<file path="src/rtl/rws_pkg.sv">
// Package for the roulette wheel selector: command codes, fixed widths,
// Q16.16 constants and the sequencer state type. No dependencies.
package rws_pkg;

    localparam int CMD_W    = 1;
    localparam int IDX_W    = 8;
    localparam int SCORE_W  = 32;
    localparam int TOTAL_W  = 40;
    localparam int FRAC_W   = 16;
    localparam int COUNT_W  = 9;

    // Span = total + count * 1.0 needs one bit over the total.
    localparam int SPAN_W   = TOTAL_W + 1;
    localparam int SPAN_LO_W = 21;
    localparam int SPAN_HI_W = SPAN_W - SPAN_LO_W;
    localparam int MUL_B_W  = SPAN_LO_W;
    localparam int MUL_P_W  = FRAC_W + MUL_B_W;
    localparam int PROD_W   = FRAC_W + SPAN_W;
    // Running sum of (score + 1.0) over 256 members fits in 41 bits.
    localparam int SUM_W    = SPAN_W;

    localparam logic [CMD_W-1:0] CMD_LOAD   = 1'b0;
    localparam logic [CMD_W-1:0] CMD_SELECT = 1'b1;

    localparam logic [SUM_W-1:0] ONE_Q16 = SUM_W'(65536);

    typedef enum logic [2:0] {
        ST_IDLE,
        ST_MUL_LO,
        ST_MUL_HI,
        ST_MUL_ACC,
        ST_WALK,
        ST_DONE
    } state_t;

endpackage

</file>
<file path="src/rtl/rws_mul_unit.sv">
// Shared 16 x 21 bit multiplier with a registered product.
// Depends on rws_pkg for operand widths.
module rws_mul_unit (
    input  logic                         clk,
    input  logic [rws_pkg::FRAC_W-1:0]   a,
    input  logic [rws_pkg::MUL_B_W-1:0]  b,
    output logic [rws_pkg::MUL_P_W-1:0]  p
);
    import rws_pkg::*;

    logic [MUL_P_W-1:0] p_reg;

    // Hold one partial product per cycle.
    always_ff @(posedge clk)
    begin
        p_reg <= MUL_P_W'(a) * MUL_P_W'(b);
    end

    assign p = p_reg;

endmodule

</file>
<file path="config.mk">
export PLATFORM = sky130hd
export DESIGN_NAME = rws_mul_unit
export DESIGN_NICKNAME = d
export VERILOG_FILES = /design/src/rtl/rws_pkg.sv /design/src/rtl/rws_mul_unit.sv
export SDC_FILE = /design/constraint.sdc
export NUM_CORES = 1
export LEC_CHECK = 0
export BUFFER_PORTS_ARGS = -buffer_cell sky130_fd_sc_hd__buf_2
export CORE_MARGIN = 2
export CORE_UTILIZATION = 50
export CTS_CLUSTER_SIZE = 16
export DETAILED_ROUTE_END_ITERATION = 12
export PLACE_DENSITY_LB_ADDON = 0.08
export SYNTH_ARGS = -nofsm -noshare
export SYNTH_HDL_FRONTEND = slang
export SYNTH_SLANG_ARGS = --single-unit
</file>
<file path="constraint.sdc">
create_clock -name clk -period 6.8 [get_ports clk]
set_input_delay 0 -clock clk [delete_from_list [all_inputs] [get_ports clk]]
set_output_delay 0 -clock clk [all_outputs]
set_load 0.02 [all_outputs]
</file>
Word level (Yosys, flattened, before mapping)

Cells that the tools add are included.

Input bits: 38
Word-level logic and storage cells: 2
Flip-flop bits (word level): 37
Output and inout port bits: 37

Multipliers: 1

Operators with widths:

| operator       | count |
|---|---|
| $mul 16x21->37 | 1 |

Logic depth before layout (Yosys ltp)

Gate-level depths: netlist of the first run.

Depth after elaboration: 1
Gate-level depth with buffers: 23
Gate-level depth less buffers: 21

Worst setup path before layout of the first run

No wires, ideal clock.

Path type: in2reg
Start: in a[1] (netlist bit)
End: reg p_reg[36], in the netlist p[36]
Arrival time: 5.279 ns
Buffers on the path: 2
Required time: 6.705 ns
Cell stages on the path: 22
Library setup time: 0.095 ns
Setup slack: 1.426 ns
Cells stage by stage: clkbuf_1 nand2_1 fa_1 inv_1 fa_1 inv_1 fa_1 inv_1 fa_1 fa_1 inv_1 fa_1 inv_1 ha_1 clkbuf_1 nand2_1 or3_1 o22ai_1 a211o_1 a21oi_2 or4_1 o311ai_1

Longest elaborated chain between the ends: 1

Ends and longest elaborated chain:

| element              | RTL line           | RTL |
|---|---|---|
| start, declared      | rws_mul_unit.sv:5  | `input logic [rws_pkg::FRAC_W-1:0] a,` |
| $mul 16x21->37       | rws_mul_unit.sv:16 | `p_reg <= MUL_P_W'(a) * MUL_P_W'(b);` |
| end signal, assigned | rws_mul_unit.sv:16 |  |
| end, declared        | rws_mul_unit.sv:11 | `logic [MUL_P_W-1:0] p_reg;` |

No other way between the ends.

Worst setup path after layout of the first run

Start: in a[1] (netlist bit)
End: reg p_reg[31], in the netlist p[31]

The elaborated chain is that of the path after synthesis.

==> out/results.ini, run 1 <==
[run_status]
outcome=completed

[placement]
portBuffers=74
routabilityCongestion=0.866
dpl.hpwl_um=22900

[logic_synthesis]
synth_ff_type=dfxtp_1
yosysMostFrequentCell=inv_1
synth_warnings=0
ys_seq_area_share_pct=6.31
synth_fp_nets=1733
syn_area_um2=11700
ys_top_cells_by_count=inv_1, fa_1, nand2_1
synth_top_area_share_pct=45.0
synth_area_per_cell_um2=8.88
synth_cell_types=49
synthArstFlopShare_pct=0
syn-instance-count=1322
synth_area_leaders=fa_1, ha_1, inv_1, and2_1, nand2_1
synth_seq_cells=37
synth_enable_flop_cells=0
synth_top_area_cell=fa_1

[worst_setup_path]
slowest_delay_ns=0.56
cp_num_buf_inv=6
cp-start-kind=primary input
path_cells=buf_2, nand2_1, fa_1, inv_1, fa_1, inv_1, fa_1, inv_1, fa_1, inv_1, fa_1, inv_1, fa_1, ha_1, a21oi_1, o21a_1, o2bb2ai_1, a211oi_1, o21ai_2, a41oi_1, xnor2_1
cp_slowest_cell=fa_1
crit_top_cell=fa_1
cp_max_fo=21
cp_top_family=adder cells
endpoint_kind=flip-flop
critPathKind=in2reg
worstPathRequired_ns=7.01
cp.arrival_ns=5.86

[finish]
largest_reg_flops=37
final_nets=1756
antennaDiodeCount=0
area.growth.synth_to_final_pct=5.86
nFillCells=2287
multi_input_comb_area_um2=9600
drive_gt1_share_pct=6.54
seq_area_um2=741

[global_route]
grt_max_degree=22
grt_pass1_vias=9091
track_usage_pct=24.0
grt_first_pass_wirelength_um=45900
antenna_found_initial=0
overflow=0

[clock_network]
path_clk_slew_ns=0.05
ctsHoldBuffers=0
cts-root-buf=clkbuf_16
ctsHtreeMaxLevel=2
clock-sinks=37
cts_buffers=5
clock_path_buffers=2
cts_tree=built
ctsResizeCount=0
post_cts_buffers=0

[route]
first_iter_violations=333
wl_per_cell_um=16.8
drc=0
avgViaCountPerCell=5.13
routed_wl_um=28000
firstDrtPassIters=5
vias=8541
ant_nets=0

[timing]
fin_setup_tns_ns=0
min_period_over_period_pct=83.1
finalSetupViolCount=0
worst_pin_slew_ns=0.505
max_slew_margin_pct=66.2
fin_crit_ns=5.65
hold_viol=0
grt_setup_unrepaired=false
maxSlewViolCount=0
max_freq_ghz=0.177

[floorplanning]
ios=75
initial_core_util_pct=50.5
core_area_um2=23300
fp.dieW_um=157
num_rows=56
fp.dieArea_um2=24700
fp.dieH_um=157

[run]
maxCapViolations=0

[min_path]
hold_class=in2reg

cell type report:
type	count	area share (%)
multi-input cells	912	77.2
inverters	315	9.51
flip-flops and latches	37	5.96
well taps	319	3.21
repair buffers	74	2.98
clock buffers	6	1.04
clock inverters	2	0.0805
stage by stage:
step / instance area (um2) / util [%] / instances / hold WS [ns] / setup slack (ns)
finish: 12400 / 53.4 / 1665 / 0.215 / 1.15
global route: 12400 / 53.4 / 1665 / 0.219 / 0.875
CTS: 12400 / 53.4 / 1665 / 0.211 / 1.14
detailed placement: 12300 / 52.9 / 1657 / 0.415 / 0.872
global placement: 12300 / 52.9 / 1657 / 0.415 / 0.903
floorplan: 11700 / - / 1322 / 0.127 / 1.43
cells by family (layout without fill, tap and decap cells):
family / after synthesis / after routing / synth area share (%)
and+or+nand+nor: 398 / 398 / 16.3
buffers and inverters: 373 / 397 / 11.9
DFF: 37 / 37 / 6.31
AOI/OAI and AO/OA: 107 / 107 / 6.27
xor gates and xnor gates: 33 / 33 / 2.46
muxes: 1 / 1 / 0.0852
adders and majority gates: 373 / 373 / 56.6
cell usage in the layout, fill, tap and decap left out, types with 4 or more instances in the layout:
master | netlist | routed
o211ai_1 | 8 | 8
a211oi_1 | 5 | 5
ha_1 | 109 | 109
a31oi_1 | 4 | 4
o21bai_1 | 4 | 4
dfxtp_1 | 37 | 37
fa_1 | 264 | 264
a21oi_1 | 30 | 30
nor2_1 | 16 | 16
clkbuf_16 | 0 | 5
nand4_1 | 7 | 7
xnor2_1 | 20 | 20
o21ai_0 | 17 | 17
xor2_1 | 13 | 13
and2_1 | 144 | 144
a21o_1 | 10 | 10
a21boi_0 | 5 | 5
nand2_1 | 214 | 214
nand3_1 | 4 | 4
buf_2 | 1 | 74
inv_1 | 315 | 315
worst paths after layout:
kind	startpoint	endpoint	slack (ns)	depth (start not counted)
worst max-delay path	a[1]	p[31]	1.15	21
worst min-delay path	b[0]	p[0]	0.22	2
per-layer routing:
metal | vias up | global-route usage (%) | wire, um
met1 | 4396 | 29.3 | 11200
met5 | - | 0 | 0
met4 | 0 | 6.10 | 624
met2 | 165 | 45.3 | 15300
met3 | 34 | 2.34 | 826
li1 | 3946 | - | -
Power of run 1 is not shown: default switching activity piles up to over one toggle a cycle in this logic, so the estimate is an artifact.
==> run 2: changes to the inputs <==
Clock period 6.8 ns to 5.7 ns, I/O delays scaled along.
==> run 2 against run 1 <==
Flip-flop and latch count stayed put; worst setup slack got worse by 0.88 ns; via count rose by 3.4%.
==> out/results.ini, run 2 (same netlist as run 1, synthesis figures left out) <==
[placement]
dpl_cell_area_um2=12700
portBuffers=74
routabilityCongestion=0.858
dpl.hpwl_um=24600

[route]
firstDrtPassIters=5
first_iter_violations=375
vias=8831
ant_nets=0
routed_wl_um=29200
drc=0
wl_per_cell_um=16.9
avgViaCountPerCell=5.13

[worst_setup_path]
critPathKind=in2reg
endpoint_kind=flip-flop
cp_slowest_cell=fa_1
slowest_delay_ns=0.55
cp-start-kind=primary input
path_cells=buf_2, nand2_1, fa_1, inv_1, fa_1, fa_1, inv_1, fa_1, inv_1, fa_1, fa_1, ha_1, and2_1, o2111ai_4, o31ai_4, a21oi_2, or4_1, o311ai_1
worstPathRequired_ns=5.89
cp.arrival_ns=5.62
crit_top_cell=fa_1
cp_max_fo=16

[clock_network]
post_cts_buffers=0
clock_path_buffers=2
clock-sinks=37
ctsHoldBuffers=0
ctsHtreeMaxLevel=2
cts_buffers=5
ctsResizeCount=0
cts_tree=built
cts-root-buf=clkbuf_16
path_clk_slew_ns=0.06

[finish]
drive_gt1_share_pct=10.3
nFillCells=2244
mostFrequentLayoutCell=inv_1
layout_common_cells=inv_1, fa_1, nand2_1, and2_1, ha_1
fin_util_pct=55.5
antennaDiodeCount=0
largest_reg_flops=37
final_nets=1812
area.growth.synth_to_final_pct=9.86
finish.instance_area_um2=12900

[global_route]
grt_pass1_vias=9248
overflow=0
grt_max_degree=22
antenna_found_initial=1
track_usage_pct=24.8
grt_first_pass_wirelength_um=47200

[timing]
maxSlewViolCount=0
finalSetupViolCount=0
hold_viol=0
grt_setup_unrepaired=false
worst_pin_slew_ns=0.488
fin_crit_ns=5.43
hold_ws_ns=0.240
min_period_over_period_pct=95.2
max_slew_margin_pct=67.5
max_freq_ghz=0.184

[min_path]
worstHoldEndpoint=p[0]
hold_class=in2reg
worstHoldStart=b[0]
whs_path_depth=3

[floorplanning]
fp.dieArea_um2=24700
fp.dieH_um=157
ios=75
core_area_um2=23300
initial_core_util_pct=50.5
fp.dieW_um=157
num_rows=56

[run_status]
outcome=completed

[run]
maxCapViolations=0

run 2: changes by cell type in the layout (fill, tap and decap cells not counted):
| cell | before | now |
|---|---|---|
| buf_4 | 0 | 55 |
| clkinv_2 | 2 | 0 |
| buf_12 | 0 | 1 |
| bufinv_16 | 0 | 1 |
| clkbuf_1 | 1 | 0 |
| clkbuf_8 | 0 | 1 |
| clkinvlp_4 | 0 | 1 |
run 2: area by class of cell:
class	instances	area, um2	share of cell area (%)
multi-input combinational	912	9600	74.4
inverter	315	1180	9.16
timing repair buffer	130	803	6.23
sequential	37	741	5.74
tap	319	399	3.09
clock buffer	6	139	1.08
clock inverter	2	37.5	0.291
run 2: stage by stage:
stage,cells,setup WS (ns),setup TNS (ns)
4_1_cts,1721,0.261,0
3_3_place_gp,1713,0.00148,0
5_1_grt,1721,0.0540,0
3_5_place_dp,1713,-0.00644,-0.00644
2_1_floorplan,1322,0.326,0
6_report,1721,0.272,0
run 2: worst max path at each step:
stage | from | end | slack [ns] | depth (start not counted)
floorplan | a[1] | p[36] | 0.33 | 22
global placement | b[10] | p[36] | 0.001 | 18
detailed placement | b[10] | p[36] | -0.006 | 18
CTS | b[10] | p[36] | 0.26 | 18
global route | a[2] | p[31] | 0.05 | 20
finish | b[10] | p[36] | 0.27 | 18
run 2: routing by layer:
| metal | track usage, % | vias up | routed length [um] |
|---|---|---|---|
| li1 | - | 4061 | - |
| met1 | 30.5 | 4552 | 11800 |
| met2 | 46.9 | 173 | 15900 |
| met3 | 2.09 | 45 | 832 |
| met4 | 5.76 | 0 | 724 |
| met5 | 0 | - | 0 |
run 2: worst max-delay path, delay by kind of cell:
| kind | cells | cell delay (ns) |
|---|---|---|
| compound gates | 4 | 0.80 |
| fa+ha+maj | 7 | 3.39 |
| buf+inv | 4 | 0.52 |
| simple gates | 3 | 0.90 |
Power of run 2 is left out for the same reason.
